### src/hw/rtl/wbps_pkg.sv
package wbps_pkg;

  localparam int PATTERN_DEPTH = 64;
  localparam int LEN_W = $clog2(PATTERN_DEPTH + 1);
  localparam int SEEN_W = 17;
  localparam int ADDR_W = 16;

  localparam logic [SEEN_W-1:0] SEEN_MAX = 17'h1ffff;
  localparam logic [ADDR_W-1:0] ADDR_MASK = 16'hffff;
  localparam logic [ADDR_W-1:0] BASE_RESET = 16'h0100;

  localparam logic [1:0] MODE_CLEAR = 2'd0;
  localparam logic [1:0] MODE_APPEND = 2'd1;
  localparam logic [1:0] MODE_IMAGE = 2'd2;

  localparam logic [1:0] REG_BASE_ADDRESS = 2'd0;
  localparam logic [1:0] REG_ANCHORED = 2'd1;
  localparam logic [1:0] REG_ANCHOR_ADDRESS = 2'd2;

  typedef struct packed {
    logic       clear;
    logic       append;
    logic       push;
    logic [7:0] element_value;
    logic       element_is_any;
    logic [7:0] image_byte;
  } row_ctrl_t;

  typedef struct packed {
    logic       valid;
    logic       is_any;
    logic [7:0] value;
    logic [7:0] window;
  } cell_link_t;

endpackage

### src/hw/rtl/wbps_cell.sv
module wbps_cell (
  input  logic                clk,
  input  logic                rst,
  input  wbps_pkg::row_ctrl_t  ctrl,
  input  wbps_pkg::cell_link_t link_in,
  output wbps_pkg::cell_link_t link_out,
  output logic                ok
);

  logic       valid;
  logic       is_any;
  logic [7:0] value;
  logic [7:0] window;

  always_ff @(posedge clk) begin
    if (rst) begin
      valid <= 1'b0;
    end else if (ctrl.clear) begin
      valid <= 1'b0;
    end else if (ctrl.append) begin
      valid <= link_in.valid;
    end
  end

  always_ff @(posedge clk) begin
    if (ctrl.append) begin
      is_any <= link_in.is_any;
      value  <= link_in.value;
    end
    if (ctrl.push) begin
      window <= link_in.window;
    end
  end

  assign ok = !valid || is_any || (value == link_in.window);

  assign link_out.valid  = valid;
  assign link_out.is_any = is_any;
  assign link_out.value  = value;
  assign link_out.window = window;

endmodule

### src/hw/rtl/wbps_row.sv
module wbps_row (
  input  logic               clk,
  input  logic               rst,
  input  wbps_pkg::row_ctrl_t ctrl,
  output logic               match,
  output logic               full
);

  wbps_pkg::cell_link_t links [0:wbps_pkg::PATTERN_DEPTH];
  logic [wbps_pkg::PATTERN_DEPTH-1:0] ok;

  assign links[0].valid  = 1'b1;
  assign links[0].is_any = ctrl.element_is_any;
  assign links[0].value  = ctrl.element_value;
  assign links[0].window = ctrl.image_byte;

  for (genvar k = 0; k < wbps_pkg::PATTERN_DEPTH; k++) begin : g_cell
    wbps_cell u_cell (
      .clk      (clk),
      .rst      (rst),
      .ctrl     (ctrl),
      .link_in  (links[k]),
      .link_out (links[k+1]),
      .ok       (ok[k])
    );
  end

  assign match = &ok;
  assign full  = links[wbps_pkg::PATTERN_DEPTH].valid;

endmodule

### src/hw/rtl/wildcard_byte_pattern_search.sv
// Wildcard byte pattern search. The pattern sits in a row of cells, newest
// element in the first cell, and image bytes shift through the same row, so
// every cell compares its element against the aligned byte in the cycle the
// byte arrives. One item is taken every clock cycle; the input stalls only
// while a finished result waits in the output register and the sink holds
// tready low. The result of the last image byte is registered and appears in
// the cycle after that byte is taken. There is no clearing pass after reset.
module wildcard_byte_pattern_search (
  input  logic        clk,
  input  logic        rst,
  input  logic        cfg_we,
  input  logic [1:0]  cfg_index,
  input  logic [15:0] cfg_data,
  input  logic        s_axis_tvalid,
  output logic        s_axis_tready,
  // [7:0] element_value, [8] element_is_any, [16:9] image_byte, [23:17] zero
  input  logic [23:0] s_axis_tdata,
  // [1:0] mode
  input  logic [1:0]  s_axis_tuser,
  input  logic        s_axis_tlast,
  output logic        m_axis_tvalid,
  input  logic        m_axis_tready,
  // [0] hit, [1] multiple_hit, [17:2] match_address, [23:18] zero
  output logic [23:0] m_axis_tdata
);

  localparam int SW = wbps_pkg::SEEN_W;

  logic [wbps_pkg::ADDR_W-1:0] base_address;
  logic                        anchored;
  logic [wbps_pkg::ADDR_W-1:0] anchor_address;

  logic [wbps_pkg::LEN_W-1:0]  pattern_length;
  logic [SW-1:0]               bytes_seen;
  logic                        found;
  logic                        found_twice;
  logic [wbps_pkg::ADDR_W-1:0] last_addr;

  logic                        out_valid;
  logic                        out_hit;
  logic                        out_multi;
  logic [wbps_pkg::ADDR_W-1:0] out_addr;

  wbps_pkg::row_ctrl_t ctrl;
  logic                match;
  logic                full;
  logic                in_ok;

  logic [SW:0]                 seen_plus;
  logic [SW:0]                 start;
  logic [wbps_pkg::ADDR_W-1:0] addr;
  logic                        test;
  logic                        hit_now;
  logic                        found_next;
  logic                        twice_next;
  logic [wbps_pkg::ADDR_W-1:0] last_next;

  assign s_axis_tready = !out_valid || m_axis_tready;
  assign in_ok = s_axis_tvalid && s_axis_tready;

  assign ctrl.clear          = in_ok && (s_axis_tuser == wbps_pkg::MODE_CLEAR);
  assign ctrl.append         = in_ok && (s_axis_tuser == wbps_pkg::MODE_APPEND) && !full;
  assign ctrl.push           = in_ok && (s_axis_tuser == wbps_pkg::MODE_IMAGE);
  assign ctrl.element_value  = s_axis_tdata[7:0];
  assign ctrl.element_is_any = s_axis_tdata[8];
  assign ctrl.image_byte     = s_axis_tdata[16:9];

  wbps_row u_row (
    .clk   (clk),
    .rst   (rst),
    .ctrl  (ctrl),
    .match (match),
    .full  (full)
  );

  always_comb begin
    seen_plus  = {1'b0, bytes_seen} + (SW+1)'(1);
    start      = seen_plus - (SW+1)'(pattern_length);
    addr       = (base_address + start[wbps_pkg::ADDR_W-1:0]) & wbps_pkg::ADDR_MASK;
    test       = (pattern_length != '0) && (seen_plus >= (SW+1)'(pattern_length));
    hit_now    = test && (!anchored || (addr == anchor_address)) && match;
    found_next = found || hit_now;
    twice_next = found_twice || (found && hit_now);
    last_next  = hit_now ? addr : last_addr;
  end

  always_ff @(posedge clk) begin
    if (rst) begin
      base_address   <= wbps_pkg::BASE_RESET;
      anchored       <= 1'b0;
      anchor_address <= '0;
    end else if (cfg_we) begin
      unique case (cfg_index)
        wbps_pkg::REG_BASE_ADDRESS:   base_address   <= cfg_data;
        wbps_pkg::REG_ANCHORED:       anchored       <= cfg_data[0];
        wbps_pkg::REG_ANCHOR_ADDRESS: anchor_address <= cfg_data;
        default: ;
      endcase
    end
  end

  always_ff @(posedge clk) begin
    if (rst) begin
      pattern_length <= '0;
      bytes_seen     <= '0;
      found          <= 1'b0;
      found_twice    <= 1'b0;
      last_addr      <= '0;
    end else if (ctrl.clear) begin
      pattern_length <= '0;
      bytes_seen     <= '0;
      found          <= 1'b0;
      found_twice    <= 1'b0;
      last_addr      <= '0;
    end else if (ctrl.append) begin
      pattern_length <= pattern_length + wbps_pkg::LEN_W'(1);
    end else if (ctrl.push) begin
      if (s_axis_tlast) begin
        bytes_seen  <= '0;
        found       <= 1'b0;
        found_twice <= 1'b0;
        last_addr   <= '0;
      end else begin
        if (bytes_seen != wbps_pkg::SEEN_MAX) begin
          bytes_seen <= bytes_seen + SW'(1);
        end
        found       <= found_next;
        found_twice <= twice_next;
        last_addr   <= last_next;
      end
    end
  end

  always_ff @(posedge clk) begin
    if (rst) begin
      out_valid <= 1'b0;
    end else if (ctrl.push && s_axis_tlast) begin
      out_valid <= 1'b1;
    end else if (m_axis_tready) begin
      out_valid <= 1'b0;
    end
  end

  always_ff @(posedge clk) begin
    if (ctrl.push && s_axis_tlast) begin
      out_hit   <= found_next;
      out_multi <= twice_next;
      out_addr  <= found_next ? last_next : '0;
    end
  end

  assign m_axis_tvalid = out_valid;
  assign m_axis_tdata  = {6'b0, out_addr, out_multi, out_hit};

endmodule

### config.mk
export PLATFORM = sky130hd
export DESIGN_NAME = wildcard_byte_pattern_search
export DESIGN_NICKNAME = d
export VERILOG_FILES = /design/src/hw/rtl/wbps_pkg.sv /design/src/hw/rtl/wbps_cell.sv /design/src/hw/rtl/wbps_row.sv /design/src/hw/rtl/wildcard_byte_pattern_search.sv
export SDC_FILE = /design/constraint.sdc
export NUM_CORES = 1
export LEC_CHECK = 0
export BUFFER_PORTS_ARGS = -buffer_cell sky130_fd_sc_hd__buf_2
export CORE_MARGIN = 3
export CORE_UTILIZATION = 36
export DETAILED_ROUTE_END_ITERATION = 8
export HOLD_SLACK_MARGIN = 0.15
export SYNTH_ARGS = -nofsm -noshare
export SYNTH_HDL_FRONTEND = slang
export SYNTH_SLANG_ARGS = --single-unit
### constraint.sdc
create_clock -name clk -period 22.8 [get_ports clk]
set_input_delay 2.28 -clock clk [delete_from_list [all_inputs] [get_ports clk]]
set_output_delay 2.28 -clock clk [all_outputs]
set_load 0.01 [all_outputs]
==> results.toml, run 1 <==
[outcome]
status = "finished, final reports clean"

[setup_path]
slowest_stage = "or4b_4"
startpoint_type = "primary input"
regToRegEndpoint = "out_addr[11]"
crit_required_ns = 23.13
critical_path_class = "primary input to flop"
worstPathMaxFanout = 177
crit_top_cell = "buf_4"
crit_path_end_kind = "flop"
reg2reg_setup_slack_ns = 17.00
max_stage_delay_ns = 0.87
ff2ff_path_depth = 17
r2r-start = "bytes_seen[0]"
crit_path_cell_trace = "buf_2, nand2b_1, nand2_1, or4b_4, inv_8, buf_4, buf_4, buf_12"
cp.arrival_ns = 6.84
cp-startpoint = "m_axis_tready"

[logic_synthesis]
yosysSeqAreaShare_pct = 76.41
yosys.area.top_type = "edfxtp_1"
synth_area_leaders = "edfxtp_1 (70%), xnor2_1 (8.8%), dfxtp_1 (6.0%), nand2_1 (1.9%), nand4_1 (1.8%)"
synth-main-ff-cell = "edfxtp_1"
synth_edf_count = 1098
yosys_warnings = 0
syn_inst = 2875
synth_cell_types = 75
synth_top_area_share_pct = 70.42
synth-seq-cells = 1238
synth-async-reset-ratio_pct = 0
syn_avg_cell_area_um2 = 16.29
synth_area_um2 = 46820

[finish]
design_area_um2 = 53320
final_cells = 4842
num-fill-cells = 11428
area_delta_synth_final_pct = 13.89
multi_input_area_um2 = 10560
seq_area_um2 = 35770
final_layout_size_suffix_gt1_share_pct = 9.380
final_core_util_pct = 41.55
n_antenna_cell = 0
num-nets-final = 3099

[clock_network]
cts_tree = "yes"
clkTransAtPathRegs_ns = 0.06
cts_setup_buffers = 0
holdBufCountCts = 0
cts_resized = 0
cts.sinks = 1238
clk_path_buf_depth = 3
cts.htree.levels = 3
root_buffer = "clkbuf_16"
clk_latency_ns = 0.74
cts_buffers = 118

[drt]
drtIter0Drc = 2096
ant_nets = 0
viasPerCell = 4.705
drt-pass1-iter-count = 5
wl_per_cell_um = 17.46
finalWirelength_um = 84520
num_vias = 22783
drc = 0

[power]
powerDensity_nw_per_um2 = 88.85
p_leak_nw = 16.78
p_seq_share_pct = 53.8
clockPowerShare_pct = 43.0
total_power_mw = 4.738
p_comb_share_pct = 3.1
ir_drop_mv = 0.06921
netSwitchingFraction_pct = 20.62
internal_power_mw = 3.761
p_switching_mw = 0.9768

[timing]
hold_slack_ns = 0.4372
period_share_pct = 28.58
maxSlewHeadroom_pct = 15.00
tns_ns = 0
timing.final.hold_violations = 0
rsz0062_at_grt = "no"
tightestPinTransition_ns = 1.262
setup_violations = 0
min_period_ns = 6.517
finalClockSkew_ns = 0.06645
fin_ws_ns = 16.28
max_freq_ghz = 0.1534
drv_slew = 0

[floorplanning]
row_count = 131
initial_utilization_pct = 36.48
fp.dieArea_um2 = 134400
pin_count = 76
core_area_um2 = 128300
dieHeight_um = 366.6
die_w_um = 366.6

[flow_run]
cap_violations = 0

[worst_hold_path]
holdPathStages = 0
hold_path_class = "flop to flop"
whs_endpoint = "u_row.g_cell[50].u_cell.value[3]"
hold_start = "u_row.g_cell[49].u_cell.value[3]"

[global_route]
grt_overflow = 0
grt_usage_pct = 12.28
antenna_found_initial = 5
grt_pass1_vias = 22734
grt_pass1_wl_um = 128400
grt_max_degree = 178

[place]
post-place-ws_ns = 15.27
placed_area_um2 = 49150
dp.cells = 4618
port_buffers = 62
hpwlAfterDp_um = 53820
place_congestion = 0.7809
[logic make-up (layout without fill, tap and decap cells)]
group | Yosys count | after routing | share of synthesized area [%]
AOI/OAI and AO/OA | 287 | 287 | 3.650
xor gates and xnor gates | 568 | 568 | 10.73
adders and majority gates | 40 | 40 | 1.181
buffers and inverters | 120 | 353 | 1.114
DFF | 1238 | 1238 | 76.41
muxes | 9 | 9 | 0.1951
other | 1 | 6 | 0.008009
and+or+nand+nor | 612 | 612 | 6.716
[Yosys cell counts, drive strengths merged (14+ instances only)]
library cell and count:
o21ai 76, nor2b 55, xnor2 473, nor4 27
nand2 236, nor2 59, edfxtp 1098, nand3 14
ha 33, nand2b 22, inv 50, xor2 92
nand4 132, clkbuf 48, a21oi 133, buf 22
and3 21, dfxtp 140
[final cells by class]
type | count | share of cell area, %
flip-flops and latches | 1238 | 67.09
well taps | 1729 | 4.057
repair buffers | 79 | 0.8447
inverters | 50 | 0.3801
multi-input cells | 1522 | 19.81
clock buffers | 160 | 6.396
clock inverters | 64 | 1.422
[routing by layer]
metal  global-route usage, %  part of all wire, %  vias up
met4                   3.878                  2.4        0
met5                       0                    0        -
li1                        -                    -    10862
met2                   20.48                   49      445
met1                   16.21                   44    11340
met3                   2.357                  4.9      136
[power by group through the flow]
stage               Sequential [mW]  Combinational [mW]  Clock, mW
global placement               2.60               0.151          0
detailed placement             2.60               0.151          0
CTS                            2.55               0.152       2.09
global route                   2.55               0.164       2.18
finish                         2.55               0.149       2.04
floorplan                      2.63               0.108          0
[placed cells by master (no fill, tap or decap), types with 13 or more instances in the layout]
cell type / count
nor2_1: 59
buf_2: 62
o21ai_0: 57
nor4_1: 26
o21ai_1: 19
clkbuf_8: 13
dfxtp_1: 140
nand2b_1: 22
nor2b_1: 55
clkinv_2: 23
edfxtp_1: 1098
nand3_1: 13
xnor2_1: 472
a21oi_1: 133
inv_1: 48
clkbuf_1: 21
nand2_1: 235
ha_1: 33
buf_4: 16
clkbuf_16: 126
and3_1: 21
nand4_1: 132
xor2_1: 92
[worst max path at each step]
stage                                                  end  cells after the start
final                       u_row.g_cell[63].u_cell.is_any                      8
after global routing         u_row.g_cell[34].u_cell.valid                     10
after CTS                 u_row.g_cell[35].u_cell.value[7]                      8
after detailed placement  u_row.g_cell[34].u_cell.value[7]                      8
after global placement    u_row.g_cell[35].u_cell.value[7]                      8
after floorplan              u_row.g_cell[0].u_cell.is_any                      6
[worst max-delay path: cells and delay by family]
family	cells	cell delay, ns
buf+inv	5	3.00
simple gates	3	1.11
[sequential cells by signal, indices dropped and copies added, names as in the netlist]
register,cells
m_axis_tvalid,1
anchored,1
out_hit,1
u_row.g_cell.u_cell.valid,64
out_multi,1
last_addr,16
bytes_seen,17
anchor_address,16
found,1
base_address,16
pattern_length,7
found_twice,1
out_addr,16
u_row.g_cell.u_cell.value,512
u_row.g_cell.u_cell.is_any,64
u_row.g_cell.u_cell.window,504
(Power assumes the default switching activity.)
==> inputs of run 2 (changes only) <==
Clock period 22.8 ns to 5.7 ns, I/O delays scaled along.
==> results.toml, run 2 (same netlist as run 1, synthesis figures left out) <==
[setup_path]
max_stage_delay_ns = 0.54
cp.arrival_ns = 5.90
crit_family = "compound AO/OA/AOI/OAI gates"
r2r-start = "bytes_seen[0]"
cp-startpoint = "bytes_seen[0]"
slowest_stage = "or4_4"
startpoint_type = "flop"
crit_path_cell_trace = "ha_1, nand3_1, xnor2_1, inv_1, fa_1, inv_1, ha_1, and3_1, a221o_1, o21ba_1, xnor2_1, nand4_1, or4_4, o41ai_4, buf_4, a31o_2, o32ai_1"
worstPathMaxFanout = 34
crit_buf_inv = 3
critical_path_class = "flop to flop"
crit_required_ns = 6.26
crit_path_end_kind = "flop"

[clock_network]
cts.htree.levels = 3
cts_buffers = 119
cts_tree = "yes"
cts.sinks = 1238
cts_setup_buffers = 0
clkTransAtPathRegs_ns = 0.06
clk_latency_ns = 0.72
root_buffer = "clkbuf_16"
clk_path_buf_depth = 3

[timing]
drv_slew = 0
rsz0062_at_grt = "no"
tns_ns = 0
tightestPinTransition_ns = 1.149
max_freq_ghz = 0.1872
setup_violations = 0
finalClockSkew_ns = 0.02845
hold_slack_ns = 0.3065
timing.final.hold_violations = 0
maxSlewHeadroom_pct = 22.62
period_share_pct = 93.73
min_period_ns = 5.343

[finish]
area_delta_synth_final_pct = 14.37
final_core_util_pct = 41.73
final_cells = 4888
num-nets-final = 3141
design_area_um2 = 53550
final_layout_size_suffix_gt1_share_pct = 8.835
largest_reg_flops = 512
num-fill-cells = 11423
final_cell_mix = "edfxtp_1 (1098), xnor2_1 (471), nand2_1 (235)"
final_common_cell = "edfxtp_1"
largest-register = "u_row.g_cell.u_cell.value"
multi_input_area_um2 = 10580
seq_area_um2 = 35770
reg.largest.list = "u_row.g_cell.u_cell.value (512), u_row.g_cell.u_cell.window (504)"

[floorplanning]
fp.dieArea_um2 = 134400
pin_count = 76
row_count = 131
dieHeight_um = 366.6
initial_utilization_pct = 36.48
die_w_um = 366.6
core_area_um2 = 128300

[global_route]
antenna_found_initial = 4
grt_pass1_vias = 23120
grt_overflow = 0
grt_max_degree = 128
grt_pass1_wl_um = 131200
grt_usage_pct = 12.51

[drt]
ant_nets = 0
finalWirelength_um = 85910
viasPerCell = 4.690
drtIter0Drc = 1704
drt-pass1-iter-count = 5
wl_per_cell_um = 17.58
num_vias = 22923
drc = 0

[place]
hpwlAfterDp_um = 54720
placed_area_um2 = 49290
place_congestion = 0.7788
port_buffers = 62
dp.cells = 4625

[power]
powerDensity_nw_per_um2 = 347.4
p_leak_nw = 16.87
ir_drop_mv = 0.2768

[worst_hold_path]
hold_path_class = "primary input to flop"
hold_start = "cfg_index[0]"

[outcome]
status = "finished, final reports clean"

[flow_run]
cap_violations = 0
-- run 2: cell count changes in the layout (fill, tap and decap cells not counted), sizes merged, moves of 4 or more --
cell / delta
clkinvlp: -7
clkbuf: +4
inv: +4
clkinv: +6
buf: +7
dlygate4sd3: +34
-- run 2: worst paths after layout --
check                                                       to  slack (ns)  cells after the start
worst max-delay path                              last_addr[7]        0.36                     17
worst min-delay path                                  anchored        0.31                      4
worst max register to register                    last_addr[7]        0.36                     17
worst min register to register  u_row.g_cell[39].u_cell.is_any        0.44                      0
-- run 2: what timing repair did --
action                                  CTS  global route
endpoints found under the hold margin    51             0
endpoints found under the setup margin    0             5
resized for setup                         0             2
hold buffers                             34             0
-- run 2: metrics by stage --
stage	power (mW)	worst slack [ns]
finish	18.60	0.3573
global route	19.24	0.009671
CTS	18.82	0.3710
detailed placement	11.00	0.4162
global placement	11.00	0.4862
floorplan	10.82	-4.152
-- run 2: layout make-up --
cell class                      instances  share of cell area (%)
Antenna cell                            1                0.004673
Tap cell                             1729                   4.040
Multi-Input combinational cell       1522                   19.76
Clock buffer                          164                   6.164
Timing Repair Buffer                  120                   1.738
Inverter                               50                  0.3715
Sequential cell                      1238                   66.80
Clock inverter                         64                   1.119
-- run 2: metal layers --
layer | GRT usage (%) | vias to the layer above | wire (um)
met2 | 21.26 | 414 | 42750
met1 | 16.18 | 11400 | 37120
met4 | 3.288 | 0 | 1713
li1 | - | 10976 | -
met5 | 0 | - | 0
met3 | 2.778 | 133 | 4330
-- run 2: where the power goes --
part	switching, mW	leakage, nW	internal (mW)
Sequential	0.137	11.2	10.1
Combinational	0.388	3.76	0.239
Clock	3.32	1.90	4.46
Total	3.84	16.9	14.8
-- run 2: worst reg2reg max path, stage by stage (launching register included) --
cell and delay [ns]:
dfxtp_1 0.51, ha_1 0.33, nand3_1 0.12, xnor2_1 0.31
inv_1 0.10, fa_1 0.48, inv_1 0.04, ha_1 0.38
and3_1 0.18, a221o_1 0.40, o21ba_1 0.25, xnor2_1 0.16
nand4_1 0.10, or4_4 0.54, o41ai_4 0.50, buf_4 0.42
a31o_2 0.30, o32ai_1 0.09
==> inputs of run 3 (changes only) <==
Clock period 5.7 ns to 4.3 ns, I/O delays scaled along.
==> results.toml, run 3 (same netlist as run 1, synthesis figures left out) <==
[place]
post-place-ws_ns = -0.4313
place_congestion = 0.7950
port_buffers = 62
hpwlAfterDp_um = 56050
placed_area_um2 = 50160

[floorplanning]
row_count = 131
pin_count = 76
core_area_um2 = 128300
dieHeight_um = 366.6
initial_utilization_pct = 36.48
die_w_um = 366.6
fp.dieArea_um2 = 134400

[clock_network]
cts.htree.levels = 4
cts.sinks = 1238
clkTransAtPathRegs_ns = 0.06
root_buffer = "clkbuf_16"
cts_buffers = 130
clk_latency_ns = 0.75
cts_tree = "yes"
clk_path_buf_depth = 3

[worst_hold_path]
holdPathStages = 3
hold_path_class = "primary input to flop"

[setup_path]
crit_path_end_kind = "flop"
critical_path_class = "flop to flop"
cp.arrival_ns = 4.96
ff2ff_path_depth = 20
worstPathMaxFanout = 7
crit_required_ns = 4.79
startpoint_type = "flop"

[drt]
drt-pass1-iter-count = 5
viasPerCell = 4.688
num_vias = 23506
drtIter0Drc = 1924
finalWirelength_um = 88090
drc = 0
ant_nets = 0
wl_per_cell_um = 17.57

[timing]
tightestPinTransition_ns = 1.054
max_freq_ghz = 0.2240
drv_slew = 0
hold_slack_ns = 0.2500
min_period_ns = 4.464
finalClockSkew_ns = 0.02269
period_share_pct = 103.8
fin_ws_ns = -0.1636
setup_violations = 36
maxSlewHeadroom_pct = 29.46
rsz0062_at_grt = "yes"
tns_ns = -3.756
timing.final.hold_violations = 0

[power]
p_leak_nw = 17.77
clockPowerShare_pct = 43.5
p_seq_share_pct = 52.7
ir_drop_mv = 0.4045
p_comb_share_pct = 3.8
internal_power_mw = 20.27
p_switching_mw = 5.386
powerDensity_nw_per_um2 = 464.0
netSwitchingFraction_pct = 20.99

[finish]
n_antenna_cell = 0
largest-register = "u_row.g_cell.u_cell.value"
area_delta_synth_final_pct = 18.09
largest_reg_flops = 512
final_common_cell = "edfxtp_1"
num-nets-final = 3273
design_area_um2 = 55290
reg.largest.list = "u_row.g_cell.u_cell.value (512), u_row.g_cell.u_cell.window (504)"
final_cell_mix = "edfxtp_1 (1098), xnor2_1 (466), nand2_1 (233)"
final_layout_size_suffix_gt1_share_pct = 13.70

[global_route]
grt_overflow = 0
grt_pass1_vias = 23825
antenna_found_initial = 2
grt_max_degree = 109
grt_pass1_wl_um = 134600
grt_usage_pct = 12.94

[outcome]
failed_checks = "setup timing"
status = "finished, violations left"

[flow_run]
cap_violations = 0
==> run 3: power by group through the flow <==
stage	sequential, mW	clock (mW)	combinational, mW
after CTS	13.5	11.5	0.979
after floorplan	13.8	0	0.572
after global routing	13.5	12.0	1.07
after detailed placement	13.8	0	0.910
after global placement	13.8	0	0.908
final	13.5	11.2	0.981
==> run 3: cell type report <==
| type | count | area, um^2 |
|---|---|---|
| Fill cell | 11261 | 73050 |
| Multi-Input combinational cell | 1522 | 10840 |
| Clock buffer | 162 | 3465 |
| Clock inverter | 72 | 830.8 |
| Tap cell | 1729 | 2163 |
| Inverter | 50 | 198.9 |
| Timing Repair Buffer | 241 | 2012 |
| Sequential cell | 1238 | 35780 |
==> run 3: worst paths after layout <==
kind | start | endpoint | slack, ns
worst max-delay path | bytes_seen[4] | out_addr[6] | -0.16
worst min-delay path | s_axis_tlast | m_axis_tvalid | 0.25
worst max register to register | bytes_seen[4] | out_addr[6] | -0.16
worst min register to register | u_row.g_cell[27].u_cell.is_any | u_row.g_cell[28].u_cell.is_any | 0.45
==> run 3: worst max-delay path: stages, from the launching register on <==
cell and delay [ns]:
dfxtp_1 0.37, and4_1 0.24, nand2_1 0.12, xor2_2 0.18
fa_1 0.49, inv_1 0.04, ha_2 0.36, buf_4 0.14
o211ai_1 0.10, buf_4 0.18, a21oi_2 0.20, o21ai_1 0.14
buf_4 0.15, o21ai_1 0.19, xnor3_1 0.18, nand2_1 0.10
o41ai_4 0.41, buf_6 0.20, nand2_8 0.07, buf_6 0.14
a31o_1 0.20
==> run 3: per-stage QoR <==
step                      instances  power (mW)  utilization, %
after floorplan                2880       14.35               -
after global placement         4731       14.67           39.09
after detailed placement       4731       14.68           39.09
after CTS                      5010       25.97           42.97
after global routing           5014       26.56           43.08
final                          5014       25.66           43.08
==> run 3: what timing repair did <==
| action | in CTS | in global routing |
|---|---|---|
| pin swaps | 23 | 14 |
| endpoints found under the setup margin | 36 | 36 |
| endpoints found under the hold margin | 51 | 0 |
| buffers inserted | 7 | 3 |
| hold buffers | 38 | 0 |
| resized for setup | 51 | 16 |
| gates cloned | 0 | 1 |
==> run 3: metal layers <==
layer	track usage, %	share of wire [%]	vias up
met1	16.74	43	11711
li1	-	-	11224
met2	21.67	50	425
met4	4.337	2.3	0
met3	2.739	4.7	146
met5	0	0	-
